## config.mk

```make
export PLATFORM = sky130hd
export DESIGN_NAME = rse_cell
export DESIGN_NICKNAME = d
export VERILOG_FILES = /design/src/rtl/rse_pkg.sv /design/src/rtl/rse_cell.sv
export SDC_FILE = /design/constraint.sdc
export NUM_CORES = 1
export LEC_CHECK = 0
export ABC_AREA = 1
export BUFFER_PORTS_ARGS = -buffer_cell sky130_fd_sc_hd__buf_2
export CELL_PAD_IN_SITES_DETAIL_PLACEMENT = 1
export CELL_PAD_IN_SITES_GLOBAL_PLACEMENT = 1
export CORE_ASPECT_RATIO = 1.1
export CORE_MARGIN = 8
export CORE_UTILIZATION = 42
export CTS_CLUSTER_DIAMETER = 150
export DETAILED_ROUTE_END_ITERATION = 6
export HOLD_SLACK_MARGIN = 0.1
export PLACE_DENSITY_LB_ADDON = 0.15
export SYNTH_ARGS = -nofsm -noshare
export SYNTH_HDL_FRONTEND = slang
export SYNTH_SLANG_ARGS = --single-unit
```

## constraint.sdc

```tcl
create_clock -name clk -period 5.9 [get_ports clk]
set_input_delay 0.295 -clock clk [delete_from_list [all_inputs] [get_ports clk]]
set_output_delay 0.295 -clock clk [all_outputs]
set_load 0.01 [all_outputs]
```

## src/rtl/rse_pkg.sv

```systemverilog
// Shared types and constants for the RPN stack evaluator.
package rse_pkg;

  localparam int STACK_DEPTH = 64;
  localparam int DEPTH_W     = $clog2(STACK_DEPTH + 1);
  localparam int MASK_W      = 9;

  typedef enum logic [3:0] {
    OP_PUSH   = 4'd0,
    OP_ADD    = 4'd1,
    OP_SUB    = 4'd2,
    OP_MUL    = 4'd3,
    OP_MOD    = 4'd4,
    OP_DIV    = 4'd5,
    OP_DROP   = 4'd6,
    OP_DUP    = 4'd7,
    OP_DUP2   = 4'd8,
    OP_SWAP   = 4'd9,
    OP_ERROR  = 4'd10,
    OP_BEGIN  = 4'd11,
    OP_COMMIT = 4'd12
  } op_t;

  typedef enum logic [2:0] {
    STAT_OK      = 3'd0,
    STAT_SKIP    = 3'd1,
    STAT_UNDER   = 3'd2,
    STAT_DIVZERO = 3'd3,
    STAT_BLOCKED = 3'd4,
    STAT_OVER    = 3'd5,
    STAT_ERRTOK  = 3'd6
  } status_t;

  typedef enum logic [2:0] {
    CELL_HOLD,
    CELL_DOWN,
    CELL_UP,
    CELL_LOAD,
    CELL_SAVE
  } cell_mode_t;

  typedef enum logic [2:0] {
    ST_IDLE,
    ST_DUP2,
    ST_POP2,
    ST_MUL,
    ST_DIV
  } state_t;

endpackage

```

## src/rtl/rse_cell.sv

```systemverilog
// One stack cell: a working entry and a committed entry.
module rse_cell (
  input  logic                clk,
  input  rse_pkg::cell_mode_t mode,
  input  logic [63:0]         prev_w,
  input  logic [63:0]         next_w,
  output logic [63:0]         work_w
);

  logic [63:0] work_r;
  logic [63:0] comm_r;

  always_ff @(posedge clk) begin
    unique case (mode)
      rse_pkg::CELL_DOWN: work_r <= prev_w;
      rse_pkg::CELL_UP:   work_r <= next_w;
      rse_pkg::CELL_LOAD: work_r <= comm_r;
      rse_pkg::CELL_SAVE: comm_r <= work_r;
      default: ;
    endcase
  end

  assign work_w = work_r;

endmodule

```

=== After elaboration in Yosys (flattened, before gate mapping) ===
Index checks and enable logic that the tools add are counted.

* Register bits: 128
* Logic and storage cells: 8
* Input port bits: 132
* Output and inout bits: 64

* Reductions and logical operators: 1
* Equal/unequal tests: 4
* Mux-type cells: 1

{| class="wikitable"
|+ Operators with widths
! operator !! number
|-
| $pmux 64 s3 || 1
|-
| $eq 3x2->1 const B || 2
|-
| $eq 3x1->1 const B || 1
|-
| $eq 3x3->1 const B || 1
|-
| $reduce_bool 3->1 || 1
|}

=== Logic depth before layout (Yosys ltp) ===
* Depth after elaboration: 2
* Depth in mapped cells: 5
* Depth with buffers taken out: 4

=== Worst setup path after synthesis ===
Ideal clock, no wire load.

* Kind: input -> register
* Start: in mode[1]
* End: reg work_r[0], in the netlist work_w[0], enable pin
* Data required time: 5.412 ns
* Library setup time: 0.488 ns
* Path slack: 1.978 ns
* Buffers on the path: 3
* Arrival: 3.434 ns
* Cell stages on the path: 5
* Path through: buf_4 -> buf_6 -> buf_6 -> nor2_1 -> nor2_1

* Cells in the longest elaborated chain, start to end: 2
* Elaborated cells between the ends (all ways): 4
* Those cells by class: 3 x eq/ne; 1 x reduce/logical

{| class="wikitable"
|+ Ends and longest elaborated chain
! what !! RTL line !! text
|-
| start, declared || rse_cell.sv:4 || <nowiki>input rse_pkg::cell_mode_t mode,</nowiki>
|-
| $eq 3x2->1 or $eq 3x1->1 (tied branches) || rse_cell.sv:14 || <nowiki>unique case (mode)</nowiki>
|-
| $reduce_bool 3->1 (no source line) (*) || -- ||
|-
| end signal, assigned || rse_cell.sv:15 || <nowiki>rse_pkg::CELL_DOWN: work_r <= prev_w;</nowiki>
|-
| end signal, assigned || rse_cell.sv:16 || <nowiki>rse_pkg::CELL_UP: work_r <= next_w;</nowiki>
|-
| end signal, assigned || rse_cell.sv:17 || <nowiki>rse_pkg::CELL_LOAD: work_r <= comm_r;</nowiki>
|-
| end, declared || rse_cell.sv:10 || <nowiki>logic [63:0] work_r;</nowiki>
|}

Mark *: on every way between the ends. The rest lies on a longest branch, timed or not.
A chain may end at the register's enable or synchronous reset.

=== Final worst setup path ===
* Start: in mode[0]
* End: reg work_r[10], in the netlist work_w[10], enable pin

The elaborated chain is that of the path after synthesis.

==> reports/summary.txt <==
Status: finished, final reports clean
Global-route wire length before repair: 26.87 mm
Final ANT Viol Nets: 0
H-tree lvl count: 4
Max cap viols: 0
Final nets: 743
Ys Warns: 0
Area Overhead vs Synth: 28.59%
GRT overflow: 0
CTS tree: done
Total GRT Usage: 0.2035
Mapped Area: 5579 sq um
RSZ-0062 raised after global routing: no
Actual slew at the worst max-slew pin: 1215 ps
ANT cells: 0
Number of CTS-inserted buffers: 17
# setup viols final: 0
Total Neg Setup Slack: 0 ps
Crit path buffers/inverters: 3
WP data required: 5960 ps
Worst VDD drop: 0.2337 mV
Max incr delay on CP: 630 ps
DR DRC count: 0
Period utilization: 0.4053
Std-Cell Rows: 44
Cell mode on critical path: buf_4
DR iter-0 viols: 281
Total iterations of the first detailed-routing run: 4
Die Y: 136.9 microns
Syn nets: 570
Most frequent cells in the layout: buf_2 (194), nand4_1 (128), edfxtp_1 (128), nand2_1 (64), nand3_1 (64)
Die Width: 125.9 microns
Seq cells post-synth: 128
Root Driver: clkbuf_16
Commonest non-fill, non-tap cell in the layout: buf_2
Hold buffer count at cts: 0
Crit. End Element: flip-flop
Pwr per Cell Area: 351.6 nW/um^2
PostCTS Resize Cnt: 0
Sink Count: 128
Core area: 13100 sq um
Starting Density: 0.4258
Top delay family on crit path: buffers and inverters
CP startpoint kind: input port
Largest net degree at the start of global routing: 80
Die area: 17230 sq um
Max Buffers Root-to-Sink: 2
Post-Route WL: 17.31 mm
Syn_area_per_cell: 12.74 sq um
Hold Path Class: in -> reg
DR vias: 4524
LEAKAGE: 2.880 nW
# IOs: 196
WP data arrival: 2450 ps
Synth Instances: 438
Slew Viols, Final: 0
Share of cells above drive strength 1: 0.3814
Crit Path Max Fanout: 67
Gpl congestion: 0.7750
Fmax: 0.4182 GHz
Slew Limit Headroom: 0.1891
Initial antenna violation count: 0
Clk slew on worst S/H paths: 60 ps
Critical-path top delay cell: buf_4
Routed len/inst: 22.05 microns
Synth unique cells: 12
Port Buf Inserts: 195
Fin. Hold Viols: 0
Clk_lat worst skew: 420 ps
Tot Pwr: 2.523 mW
Setup Buffers After CTS: 0
Crit path time final: 2391 ps
Worst Skew: 13.82 ps
Sequential area share after synthesis: 0.6889
Vias per cell: 5.763
Crit path cell chain: buf_2, buf_4, nor2_1, nor2_4, buf_4
Critical path type: in -> reg
Vias in the first global route: 4991
HPWL after detailed placement: 10.95 mm
Fill cell count: 1405
==> synthesized netlist by cell type <==
cell type,number,share of area
buf_2,22,0.020
buf_4,14,0.019
buf_6,11,0.022
clkbuf_1,1,0.00067
edfxtp_1,128,0.69
inv_2,2,0.0013
nand2_1,64,0.043
nand2_2,1,0.0011
nand3_1,64,0.057
nand4_1,128,0.14
nor2_1,2,0.0013
nor3_2,1,0.0018
==> layout make-up <==
class / count / area (sq um) / share of cell area
Inverter: 2 / 8.758 / 0.001221
Clock buffer: 17 / 425.4 / 0.05930
Multi-Input combinational cell: 260 / 1399 / 0.1950
Tap cell: 161 / 201.4 / 0.02808
Sequential cell: 128 / 3844 / 0.5358
Timing Repair Buffer: 202 / 1031 / 0.1437
Clock inverter: 15 / 265.3 / 0.03697
==> per-stage QoR <==
step / hold WS [ps] / cell area (sq um) / cells / util / setup WS [ps]
2_1_floorplan: 498.1 / 5579 / 438 / - / 1978
3_3_place_gp: 433.5 / 6484 / 753 / 0.4948 / 3108
3_5_place_dp: 437.7 / 6484 / 753 / 0.4948 / 3068
4_1_cts: 137.5 / 7174 / 785 / 0.5476 / 3526
5_1_grt: 164.8 / 7174 / 785 / 0.5476 / 3354
6_report: 161.1 / 7174 / 785 / 0.5476 / 3509
==> registers in the layout, indices dropped and copies added (netlist names) <==
register  flops
comm_r       64
work_w       64
==> worst register-to-register path, stage by stage, from the launching register on <==
cell	delay, ps
edfxtp_1	380
nand4_1	120
nand3_1	120
==> report_power, final <==
| part | internal [mW] | switching [mW] |
|---|---|---|
| Combinational | 0.0778 | 0.138 |
| Sequential | 1.06 | 0.0220 |
| Clock | 0.832 | 0.392 |
| Total | 1.97 | 0.552 |
==> final timing paths <==
| kind | start | end | slack (ps) | cells after the start |
|---|---|---|---|---|
| max | mode[0] | work_w[10] | 3510 | 5 |
| min | prev_w[62] | work_w[62] | 160 | 3 |
| max reg2reg | comm_r[23] | work_w[23] | 5010 | 2 |
| min reg2reg | work_w[42] | comm_r[42] | 440 | 0 |
==> kinds of logic (layout without fill, tap and decap cells) <==
kind of cell	count (synthesis)	in the layout	synth area share
and+or+nand+nor	260	260	0.2483
DFF	128	128	0.6889
buffers and inverters	50	236	0.06280
==> layer usage <==
metal,GRT usage,part of all wire,wire [microns]
met1,0.2407,0.41,7068
met2,0.3355,0.50,8623
met3,0.07093,0.078,1353
met4,0.08094,0.015,260
met5,0,0,0
Note: power is estimated with default switching activity, not from simulation.
