==> src/rtl/rse_div.sv <==
// Iterative signed 64-bit divider, one quotient bit per cycle.
module rse_div (
  input  logic        clk,
  input  logic        rst_n,
  input  logic        start,
  input  logic [63:0] dividend,
  input  logic [63:0] divisor,
  input  logic        want_rem,
  output logic        done,
  output logic [63:0] result
);

  logic        busy_r;
  logic [5:0]  cnt_r;
  logic [63:0] quo_r;
  logic [64:0] rem_r;
  logic [63:0] dvs_r;
  logic        neg_q_r;
  logic        neg_r_r;
  logic        rem_sel_r;
  logic        done_r;
  logic [64:0] shifted;
  logic [64:0] diff;

  assign shifted = {rem_r[63:0], quo_r[63]};
  assign diff    = shifted - {1'b0, dvs_r};

  always_ff @(posedge clk) begin
    if (!rst_n) begin
      busy_r <= 1'b0;
      done_r <= 1'b0;
    end else begin
      done_r <= 1'b0;
      if (start) begin
        busy_r <= 1'b1;
      end else if (busy_r && cnt_r == 6'd63) begin
        busy_r <= 1'b0;
        done_r <= 1'b1;
      end
    end
  end

  always_ff @(posedge clk) begin
    if (start) begin
      cnt_r     <= '0;
      quo_r     <= dividend[63] ? (64'd0 - dividend) : dividend;
      dvs_r     <= divisor[63] ? (64'd0 - divisor) : divisor;
      rem_r     <= '0;
      neg_q_r   <= dividend[63] ^ divisor[63];
      neg_r_r   <= dividend[63];
      rem_sel_r <= want_rem;
    end else if (busy_r) begin
      cnt_r <= cnt_r + 6'd1;
      if (!diff[64]) begin
        rem_r <= diff;
        quo_r <= {quo_r[62:0], 1'b1};
      end else begin
        rem_r <= shifted;
        quo_r <= {quo_r[62:0], 1'b0};
      end
    end
  end

  assign done   = done_r;
  assign result = rem_sel_r ? (neg_r_r ? (64'd0 - rem_r[63:0]) : rem_r[63:0])
                            : (neg_q_r ? (64'd0 - quo_r) : quo_r);

endmodule

==> config.mk <==
export PLATFORM = sky130hd
export DESIGN_NAME = rse_div
export DESIGN_NICKNAME = d
export VERILOG_FILES = /design/src/rtl/rse_div.sv
export SDC_FILE = /design/constraint.sdc
export NUM_CORES = 1
export LEC_CHECK = 0
export BUFFER_PORTS_ARGS = -buffer_cell sky130_fd_sc_hd__buf_2
export CAP_MARGIN = 20
export CELL_PAD_IN_SITES_DETAIL_PLACEMENT = 2
export CELL_PAD_IN_SITES_GLOBAL_PLACEMENT = 2
export CORE_AREA = 2 2 221 223
export CTS_BUF_LIST = sky130_fd_sc_hd__clkbuf_8
export DETAILED_ROUTE_END_ITERATION = 16
export DIE_AREA = 0 0 223 225
export PLACE_DENSITY = 0.87
export SLEW_MARGIN = 20
export SYNTH_ARGS = -nofsm -noshare
export SYNTH_HDL_FRONTEND = slang
export SYNTH_SLANG_ARGS = --single-unit
==> constraint.sdc <==
create_clock -name clk -period 5.65 [get_ports clk]
set_clock_uncertainty 0.05 [all_clocks]
set_input_delay 1.13 -clock clk [delete_from_list [all_inputs] [get_ports clk]]
set_output_delay 1.13 -clock clk [all_outputs]
set_load 0.01 [all_outputs]
### After elaboration in Yosys (flattened, before gate mapping)

Index checks and enable logic that the tools add are counted.

| word-level totals | value |
|---|---|
| bits in registers | 203 |
| output and inout bits | 65 |

| operators by class | value |
|---|---|
| add/subtract/negate cells | 6 |
| equal/unequal tests | 1 |
| multiplexer cells | 12 |
| bitwise logic cells | 2 |
| reduce and logical (&&, ||, !) cells | 4 |

Operator list:

| operator | number |
|---|---|
| 64-bit 2-to-1 mux | 7 |
| 1-bit by 64-bit subtractor with 64-bit output, first input constant | 4 |
| 65-bit by 64-bit subtractor with 65-bit output | 1 |
| 63-bit 2-to-1 mux | 1 |
| 6-bit by 1-bit adder with 6-bit output, second input constant | 1 |
| 6-bit equality test, second input constant | 1 |
| 1-bit 2-to-1 mux | 4 |
| 2-bit nonzero test | 2 |
| 2-bit OR reduction | 1 |
| 1-bit logical AND | 1 |
| 1-bit NOT | 1 |
| 1-bit XOR | 1 |

### Depth between registers and ports, before layout

Gate-level depths: netlist (run 1).

| depth | value |
|---|---|
| depth in word-level cells | 4 |
| depth in mapped cells | 15 |

### Worst setup path before layout (run 1)

Ideal clock, no wire load.

| path | value |
|---|---|
| path kind | flip-flop to output port |
| start point | register quo_r[29] |
| end point | output result[63] |
| arrival | 3.349 ns |
| path slack | 1.121 ns |
| cell stages (with the launch flop) | 11 |
| buffers on the path | 0 |
| cell sequence | edfxtp_1 -> or4_1 -> or4_1 -> or3_1 -> nor4b_2 -> nor4b_4 -> nand4_1 -> o41ai_1 -> xnor2_1 -> nor2_1 -> a21oi_1 |

| between the ends | value |
|---|---|
| longest elaborated chain between the ends | 3 |

Ends and longest elaborated chain:

| item | RTL line | RTL |
|---|---|---|
| start: declaration | 15 | `logic [63:0] quo_r;` |
| start signal: assignment | 46 | `quo_r <= dividend[63] ? (64'd0 - dividend) : dividend;` |
| start signal: assignment | 56 | `quo_r <= {quo_r[62:0], 1'b1};` |
| start signal: assignment | 59 | `quo_r <= {quo_r[62:0], 1'b0};` |
| 1-bit by 64-bit subtractor with 64-bit output | 66 | `: (neg_q_r ? (64'd0 - quo_r) : quo_r);` |
| 64-bit 2-to-1 mux | 66 |  |
| 64-bit 2-to-1 mux | 65 | `assign result = rem_sel_r ? (neg_r_r ? (64'd0 - rem_r[63:0]) : rem_r[63:0])` |
| end: declaration | 10 | `output logic [63:0] result` |

Every way passes these cells.

### Worst setup path in the final report (run 1)

| path | value |
|---|---|
| start point | register quo_r[29] |
| end point | output result[60] |

Same word-level chain as after synthesis.

==> flow_metrics.py, run 1 <==
metrics = {
    "sta": {
        "hold_viol": 0,
        "holdWs_ns": 0.4638,
        "rsz0062_at_grt": "yes",
        "worst_slew_pin_slew_ns": 0.9047,
        "finalCritPeriodShare_pct": 97.65,
        "fin_tns_setup_ns": 0,
        "maxSlewHeadroom_pct": 39.69,
        "drv_slew": 0,
        "min_period_ns": 5.517,
        "fmax_ghz": 0.1812,
        "finalSetupViolCount": 0,
        "finalWorstSetupSlack_ns": 0.1327,
    },
    "global_routing": {
        "grt-ovfl-total": 0,
        "grt_pass1_vias": 18860,
        "grt_max_degree": 186,
        "grt_pass1_wl_mm": 106.1,
        "antenna_found_initial": 2,
        "grtUsageTotal_pct": 26.42,
    },
    "detailed_routing": {
        "wirelength_mm": 67.47,
        "viasPerCell": 5.815,
        "via_count": 17430,
        "ant_nets": 0,
        "drtIter0Drc": 869,
        "dr.pass1.iters": 5,
        "drcViolationCount": 0,
        "wl_per_cell_microns": 22.51,
    },
    "floorplan": {
        "die_height_microns": 225,
        "core_sq_um": 47550,
        "placementRows": 80,
        "die-area_sq_um": 50180,
        "initial_utilization_pct": 36.90,
        "io_pins": 197,
        "die_w_microns": 223,
    },
    "synthesis": {
        "ys_ff_latch": 203,
        "async_flop_share_pct": 0,
        "synthFlopType": "edfxtp_1",
        "synth_compound_area_share_pct": 23.21,
        "synth_top_family_by_area": "compound AO/OA/AOI/OAI gates",
        "synth.area.mux_share_pct": 0.7132,
        "syn_area_per_cell_sq_um": 7.949,
        "synth_edf_count": 131,
        "synthesis.area_sq_um": 17540,
        "synthCells": 2207,
        "synth_seq_area_share_pct": 30.64,
        "synth_cell_types": 76,
        "synth_xor_area_share_pct": 14.98,
        "synthAdderAreaFrac_pct": 5.035,
        "yosys.area_share.simple_pct": 20.55,
        "yosysWarnings": 0,
        "synth_nets": 2409,
    },
    "place": {
        "numPortBuffers": 196,
        "place_congestion": 0.8880,
        "pre_cts_ws_ns": 0.5727,
        "postPlaceCellArea_sq_um": 19040,
        "hpwl_mm": 51.67,
    },
    "worst_setup_path": {
        "slowest_delay_ns": 0.57,
        "crit_arrival_ns": 4.34,
        "r2r_cells": 14,
        "crit_path_start_kind": "flop",
        "path_class": "reg2out",
        "worstPathCellList": "or4_4 -> or4_4 -> or3_4 -> nor4b_4 -> nor4b_4 -> buf_4 -> nand4_1 -> o41ai_2 -> xnor2_1 -> nor2_1 -> a21oi_1 -> buf_2",
        "critPathCaptureType": "output port",
        "reg2reg_from": "quo_r[63]",
        "worst_ep_required_time_ns": 4.47,
        "crit_slowest_cell": "or4_4",
        "critPathMaxFanout": 6,
        "rrSetupSlack_ns": 1.10,
        "reg2reg_to": "rem_r[24]",
    },
    "run_status": {
        "status": "complete, no violations",
    },
    "clock_network": {
        "numCtsBuffers": 40,
        "clk_pin_slew_ns": 0.05,
        "cts_tree": "yes",
        "cts_max_path_buffers": 3,
        "clockRootBuffer": "clkbuf_8",
        "worstSkewPairLatency_ns": 0.61,
        "hold_buffers": 0,
        "cts.sinks": 203,
        "cts-htree-levels": 2,
    },
    "finish": {
        "drive_above_1_share_pct": 13.99,
        "synthToLayoutAreaGrowth_pct": 13.78,
        "num-fill-cells": 5413,
        "utilization_pct": 41.98,
        "nets": 2556,
        "postLayoutCellArea_sq_um": 19960,
    },
    "worst_hold_path": {
        "min_to": "busy_r",
        "hp-start": "cnt_r[4]",
        "hold_depth": 1,
        "hold_path_class": "reg2reg",
    },
    "power_and_ir_drop": {
        "p_leak_nw": 7.711,
        "ir_drop_uv": 110.3,
        "p_per_area_nw_per_um2": 264.6,
    },
    "run": {
        "cap_violations": 0,
    },
}
## layout make-up
cell class | instances | area [sq um] | share of cell area (%)
Clock buffer | 43 | 591.8 | 2.965
Timing Repair Buffer | 227 | 1254 | 6.281
Tap cell | 615 | 769.5 | 3.855
Inverter | 97 | 364.1 | 1.824
Sequential cell | 203 | 5379 | 26.95
Clock inverter | 25 | 177.7 | 0.8901
Multi-Input combinational cell | 1785 | 11420 | 57.21
Antenna cell | 2 | 5.005 | 0.02507
## power by group
part | internal [mW] | switching (mW)
combinational | 0.667 | 1.13
sequential | 1.75 | 0.199
clock | 0.832 | 0.695
## how the worst max path moves through the flow
stage | to | startpoint | slack [ns]
final | result[60] | quo_r[29] | 0.13
after global routing | result[60] | quo_r[29] | -0.05
after CTS | result[50] | rem_r[28] | 0.008
after detailed placement | result[50] | rem_r[2] | 0.57
after global placement | result[60] | quo_r[29] | 0.66
after floorplan | result[63] | quo_r[29] | 1.12
## what timing repair did
action,4_1_cts,5_1_grt
pin swaps,0,4
endpoints found under the setup margin,9,16
gates resized for setup,3,14
hold endpoints to repair,0,0
buffers inserted,1,7
## routing by layer
metal  GRT usage [%]  share of wire [%]  vias to the layer above
met5               0                  0                        -
met4           7.404                2.4                        0
met3           3.781                4.1                       92
met2           44.72                 47                      364
met1           35.15                 46                     8676
li1                -                  -                     8297
## through the flow
step	cells	power (mW)
after global placement	2919	3.620
after detailed placement	2919	3.727
after global routing	2997	5.572
after CTS	2988	5.292
after floorplan	2207	3.056
final	2997	5.281
## cell usage in the layout, fill, tap and decap left out, types with 34 or more instances in the layout
| master | Yosys | layout |
|---|---|---|
| dfxtp_1 | 72 | 71 |
| nand2_1 | 272 | 272 |
| ha_1 | 69 | 69 |
| nor2_1 | 222 | 221 |
| xor2_1 | 148 | 147 |
| o31ai_1 | 75 | 72 |
| a311oi_1 | 51 | 51 |
| clkbuf_8 | 3 | 44 |
| a21oi_1 | 190 | 190 |
| o21ai_0 | 177 | 175 |
| inv_1 | 97 | 109 |
| or3_1 | 37 | 35 |
| nor3_1 | 35 | 34 |
| buf_2 | 0 | 194 |
| edfxtp_1 | 131 | 131 |
| xnor2_1 | 152 | 151 |
## cells in the mapped netlist (all sizes together), types with 19 or more instances
| cell | n | area, sq um |
|---|---|---|
| or3 | 41 | 272.8 |
| o31ai | 76 | 584.3 |
| nor2 | 222 | 833.3 |
| o21ai | 177 | 885.9 |
| a21oi | 190 | 950.9 |
| ha | 69 | 863.3 |
| nand2 | 272 | 1021 |
| xor2 | 148 | 1296 |
| xnor2 | 152 | 1331 |
| edfxtp | 131 | 3934 |
| or4 | 38 | 296.5 |
| nand3 | 32 | 160.2 |
| a21o | 19 | 142.6 |
| dfxtp | 72 | 1441 |
| o41ai | 34 | 297.8 |
| inv | 97 | 364.1 |
| a311oi | 51 | 446.7 |
| nor3 | 35 | 175.2 |
| clkbuf | 111 | 446.7 |
| nand4 | 31 | 193.9 |
## registers in the layout, summed over array words and instances (netlist names)
name and cells:
busy_r 1, cnt_r 6, done 1, dvs_r 64, neg_q_r 1, neg_r_r 1
quo_r 64, rem_r 64, rem_sel_r 1
## critical path: cells and delay by family, from the launching register on
family          cells  cell delay, ns
simple gates        7            2.22
compound gates      2            0.55
buf+inv             2            0.33
flops               1            0.47
xor+xnor            1            0.17
## cell families (layout without fill, tap and decap cells)
family | count (synthesis) | after routing
AND/OR/NAND/NOR | 761 | 761
adder cells (fa/ha/maj) | 70 | 70
flip-flops | 203 | 203
buffers and inverters | 219 | 392
multiplexers | 12 | 12
other | 0 | 2
AO/OA/AOI/OAI | 642 | 642
XOR/XNOR | 300 | 300
Power figures use the tool's default switching activity.
==> inputs of run 2 (changes only) <==
CORE_AREA = 2 2 211 234   (was 2 2 221 223)
DIE_AREA = 0 0 213 236   (was 0 0 223 225)
RECOVER_POWER = 100   (was default)
==> flow_metrics.py, run 2 (synthesized netlist as in run 1, its figures left out) <==
metrics = {
    "sta": {
        "maxSlewHeadroom_pct": -90.40,
        "fin_tns_setup_ns": 0,
        "holdWs_ns": 0.4569,
        "rsz0062_at_grt": "yes",
        "fmax_ghz": 0.1809,
        "finalSetupViolCount": 0,
        "hold_viol": 0,
        "worst_slew_pin_slew_ns": 2.856,
        "finalCritPeriodShare_pct": 97.82,
        "drv_slew": 343,
        "min_period_ns": 5.527,
    },
    "finish": {
        "synthToLayoutAreaGrowth_pct": 13.98,
        "utilization_pct": 41.51,
        "final_common_cell": "nand2_1",
        "postLayoutCellArea_sq_um": 20000,
        "final_cell_mix": "nand2_1, nor2_1, buf_2",
        "num-fill-cells": 5524,
        "drive_above_1_share_pct": 13.86,
        "nets": 2559,
        "largestRegisters": "dvs_r x64, quo_r x64, rem_r x64",
    },
    "run_status": {
        "status": "finished with violations",
        "violations": "max-capacitance violations, max-slew violations",
    },
    "floorplan": {
        "die_height_microns": 236,
        "io_pins": 197,
        "placementRows": 85,
        "initial_utilization_pct": 36.42,
        "die-area_sq_um": 50270,
        "core_sq_um": 48180,
        "die_w_microns": 213,
    },
    "worst_setup_path": {
        "critPathCaptureType": "output port",
        "reg2reg_to": "rem_r[2]",
        "crit_arrival_ns": 4.35,
        "endpoint": "result[56]",
        "critPathMaxFanout": 3,
        "startpoint": "quo_r[29]",
        "r2r_cells": 14,
        "rrSetupSlack_ns": 1.08,
        "worst_ep_required_time_ns": 4.47,
        "path_class": "reg2out",
        "reg2reg_from": "quo_r[63]",
        "crit_path_start_kind": "flop",
    },
    "clock_network": {
        "cts_max_path_buffers": 3,
        "clockRootBuffer": "clkbuf_8",
        "cts.sinks": 203,
        "clk_pin_slew_ns": 0.06,
        "hold_buffers": 0,
        "numCtsBuffers": 40,
        "cts-htree-levels": 2,
        "worstSkewPairLatency_ns": 0.59,
        "cts_tree": "yes",
    },
    "power_and_ir_drop": {
        "p_leak_nw": 7.698,
        "p_per_area_nw_per_um2": 263.7,
        "ir_drop_uv": 108.5,
    },
    "place": {
        "numPortBuffers": 196,
        "hpwl_mm": 51.82,
        "postPlaceCellArea_sq_um": 19080,
        "place_congestion": 0.8925,
    },
    "detailed_routing": {
        "viasPerCell": 5.752,
        "drcViolationCount": 0,
        "ant_nets": 0,
        "dr.pass1.iters": 5,
        "via_count": 17500,
        "drtIter0Drc": 916,
        "wl_per_cell_microns": 22.19,
        "wirelength_mm": 67.50,
    },
    "global_routing": {
        "grt_pass1_wl_mm": 105.5,
        "grt_pass1_vias": 18630,
        "grtUsageTotal_pct": 26.34,
        "antenna_found_initial": 2,
        "grt-ovfl-total": 0,
        "grt_max_degree": 127,
    },
    "worst_hold_path": {
        "hold_path_class": "reg2reg",
    },
    "run": {
        "cap_violations": 5,
    },
}
## run 2: per-layer routing
layer	up-vias	part of all wire (%)	global-route usage, %
li1	8330	-	-
met1	8711	46	35.48
met2	352	48	44.29
met3	106	3.3	2.663
met4	0	2.8	7.904
met5	-	0	0
## run 2: per-stage QoR
| stage | setup WS (ns) | std cells | total power [mW] |
|---|---|---|---|
| after floorplan | 1.121 | 2207 | 3.056 |
| after global placement | 0.6133 | 2955 | 3.616 |
| after detailed placement | 0.4356 | 2955 | 3.723 |
| after CTS | 0.01326 | 3030 | 5.278 |
| after global routing | -0.07408 | 3042 | 5.569 |
| final | 0.1229 | 3042 | 5.274 |
## run 2: worst min path at each step
| stage | from | to | slack [ns] | cells past startpoint |
|---|---|---|---|---|
| after floorplan | cnt_r[5] | cnt_r[5] | 0.40 | 2 |
| after global placement | cnt_r[5] | cnt_r[5] | 0.42 | 2 |
| after detailed placement | cnt_r[4] | busy_r | 0.45 | 1 |
| after CTS | cnt_r[4] | busy_r | 0.45 | 1 |
| after global routing | cnt_r[4] | busy_r | 0.47 | 1 |
| final | cnt_r[4] | busy_r | 0.46 | 1 |
## run 2: layout make-up
| type | count | area, sq um | share of cell area [%] |
|---|---|---|---|
| antenna | 2 | 5.005 | 0.02503 |
| clock buffer | 43 | 591.8 | 2.960 |
| clock inverter | 30 | 177.7 | 0.8885 |
| inverter | 97 | 364.1 | 1.821 |
| multi-input combinational | 1785 | 11430 | 57.14 |
| sequential | 203 | 5375 | 26.88 |
| tap | 652 | 815.8 | 4.080 |
| timing repair buffer | 230 | 1241 | 6.207 |
## run 2: repair_timing
item                       in CTS  in global routing
setup endpoints to repair      12                 16
gates cloned                    0                  0
pin swaps                       0                  5
resized for setup               8                  9
hold endpoints to repair        0                  0
buffers inserted                2                 10
## run 2: report_power, final
part | internal, mW | switching [mW] | total [mW]
registers | 1.76 | 0.188 | 1.94
logic | 0.672 | 1.14 | 1.81
clock network | 0.792 | 0.725 | 1.52
total | 3.22 | 2.05 | 5.27
## run 2: worst max-delay path, cell delays in order, from the launching register on
cell and delay (ns):
edfxtp_1 0.41, or4_4 0.58, or4_4 0.45, or3_4 0.38, nor4b_4 0.37, nor4b_4 0.31, buf_4 0.17, nand4_1 0.17
buf_4 0.20, o21ai_0 0.21, xnor2_1 0.16, nor2_1 0.06, a21oi_1 0.15, buf_2 0.15
==> inputs of run 3 (changes only) <==
PLACE_DENSITY = default   (was 0.87)
PLACE_DENSITY_LB_ADDON = 0.12   (was default)
==> flow_metrics.py, run 3 (synthesized netlist as in run 1, its figures left out) <==
metrics = {
    "run_status": {
        "status": "finished with violations",
        "violations": "max-capacitance violations, max-slew violations",
    },
    "detailed_routing": {
        "via_count": 17380,
        "wirelength_mm": 65.06,
        "ant_nets": 0,
        "wl_per_cell_microns": 21.38,
        "dr.pass1.iters": 4,
        "drcViolationCount": 0,
        "drtIter0Drc": 784,
        "viasPerCell": 5.710,
    },
    "clock_network": {
        "cts_max_path_buffers": 3,
        "cts-htree-levels": 2,
        "cts_tree": "yes",
        "clk_pin_slew_ns": 0.06,
        "clockRootBuffer": "clkbuf_8",
        "numCtsBuffers": 40,
        "cts.sinks": 203,
        "hold_buffers": 0,
        "worstSkewPairLatency_ns": 0.63,
    },
    "floorplan": {
        "initial_utilization_pct": 36.42,
        "io_pins": 197,
        "core_sq_um": 48180,
        "die_w_microns": 213,
        "placementRows": 85,
        "die-area_sq_um": 50270,
        "die_height_microns": 236,
    },
    "sta": {
        "rsz0062_at_grt": "yes",
        "finalWorstSetupSlack_ns": 0.1274,
        "min_period_ns": 5.523,
        "holdWs_ns": 0.4525,
        "fmax_ghz": 0.1811,
        "worst_slew_pin_slew_ns": 2.807,
        "finalSetupViolCount": 0,
        "drv_slew": 334,
        "hold_viol": 0,
        "finalCritPeriodShare_pct": 97.74,
        "fin_tns_setup_ns": 0,
        "maxSlewHeadroom_pct": -87.11,
    },
    "place": {
        "postPlaceCellArea_sq_um": 19100,
        "hpwl_mm": 50.52,
        "place_congestion": 0.8806,
        "dp.cells": 2960,
        "numPortBuffers": 196,
        "pre_cts_ws_ns": 0.4986,
    },
    "global_routing": {
        "grtUsageTotal_pct": 25.68,
        "grt-ovfl-total": 0,
        "antenna_found_initial": 1,
        "grt_max_degree": 127,
        "grt_pass1_wl_mm": 102.4,
        "grt_pass1_vias": 18170,
    },
    "worst_setup_path": {
        "cp_num_buf_inv": 2,
        "worst_ep_required_time_ns": 4.47,
        "crit_slowest_cell": "or4_4",
        "crit_arrival_ns": 4.34,
        "path_class": "reg2out",
        "critPathCaptureType": "output port",
        "crit_path_start_kind": "flop",
        "slowest_delay_ns": 0.58,
        "critPathMaxFanout": 6,
        "crit_family": "simple AND/OR/NAND/NOR gates",
        "worstPathCellList": "or4_4 -> or4_4 -> or3_4 -> nor4b_4 -> nor4b_4 -> buf_4 -> nand4_1 -> o41ai_2 -> xnor2_1 -> nor2_1 -> a21oi_1 -> buf_2",
    },
    "power_and_ir_drop": {
        "ir_drop_uv": 132.7,
        "p_per_area_nw_per_um2": 264.8,
        "p_leak_nw": 7.732,
    },
    "finish": {
        "fin_cells": 3043,
        "postLayoutCellArea_sq_um": 20040,
        "drive_above_1_share_pct": 14.31,
        "final_cell_mix": "nand2_1, nor2_1, buf_2",
        "nets": 2560,
        "final_common_cell": "nand2_1",
        "largestRegisters": "dvs_r x64, quo_r x64, rem_r x64",
        "synthToLayoutAreaGrowth_pct": 14.23,
        "num-fill-cells": 5569,
    },
    "run": {
        "cap_violations": 5,
    },
    "worst_hold_path": {
        "hold_path_class": "reg2reg",
    },
}
run 3: path summary, 6_finish.rpt:
check / startpoint / slack [ns] / to / cells after the start
worst max-delay path: quo_r[29] / 0.13 / result[60] / 12
worst min-delay path: cnt_r[5] / 0.45 / cnt_r[5] / 2
worst min register to register: cnt_r[5] / 0.45 / cnt_r[5] / 2
worst max register to register: rem_r[42] / 1.09 / rem_r[11] / 11
run 3: final cells by class:
cell class                 count  area [sq um]  area share, %
inverter                      97         364.1          1.817
clock inverter                28         177.7         0.8865
sequential                   203          5383          26.86
antenna                        1         2.502        0.01249
timing repair buffer         231          1242          6.199
tap                          652         815.8          4.070
multi-input combinational   1785         11420          57.00
clock buffer                  46         633.1          3.159
run 3: through the flow:
step	utilization, %	power [mW]
after floorplan	-	3.056
after global placement	39.65	3.643
after detailed placement	39.65	3.724
after CTS	41.40	5.343
after global routing	41.60	5.632
final	41.60	5.307
run 3: tightest hold or removal path, cell delays in order (launching register included):
cell     delay, ns
dfxtp_1       0.31
o21ai_0       0.08
a21oi_1       0.06
run 3: repair_timing:
action / in CTS / in global routing
setup buffers: 1 / 5
setup endpoints to repair: 9 / 21
pin swaps: 1 / 5
resized for setup: 4 / 16
run 3: report_power, final:
part	total, mW	internal (mW)	switching, mW
Combinational	1.79	0.674	1.12
Sequential	1.94	1.75	0.189
Clock	1.57	0.838	0.735
run 3: metal layers:
metal  vias up  routed length [microns]  track usage, %
met2       345                    29720           41.78
met4         0                     1625           6.951
met3        95                     2635           3.328
li1       8323                        -               -
met1      8612                    31080           35.61
met5         -                        0               0
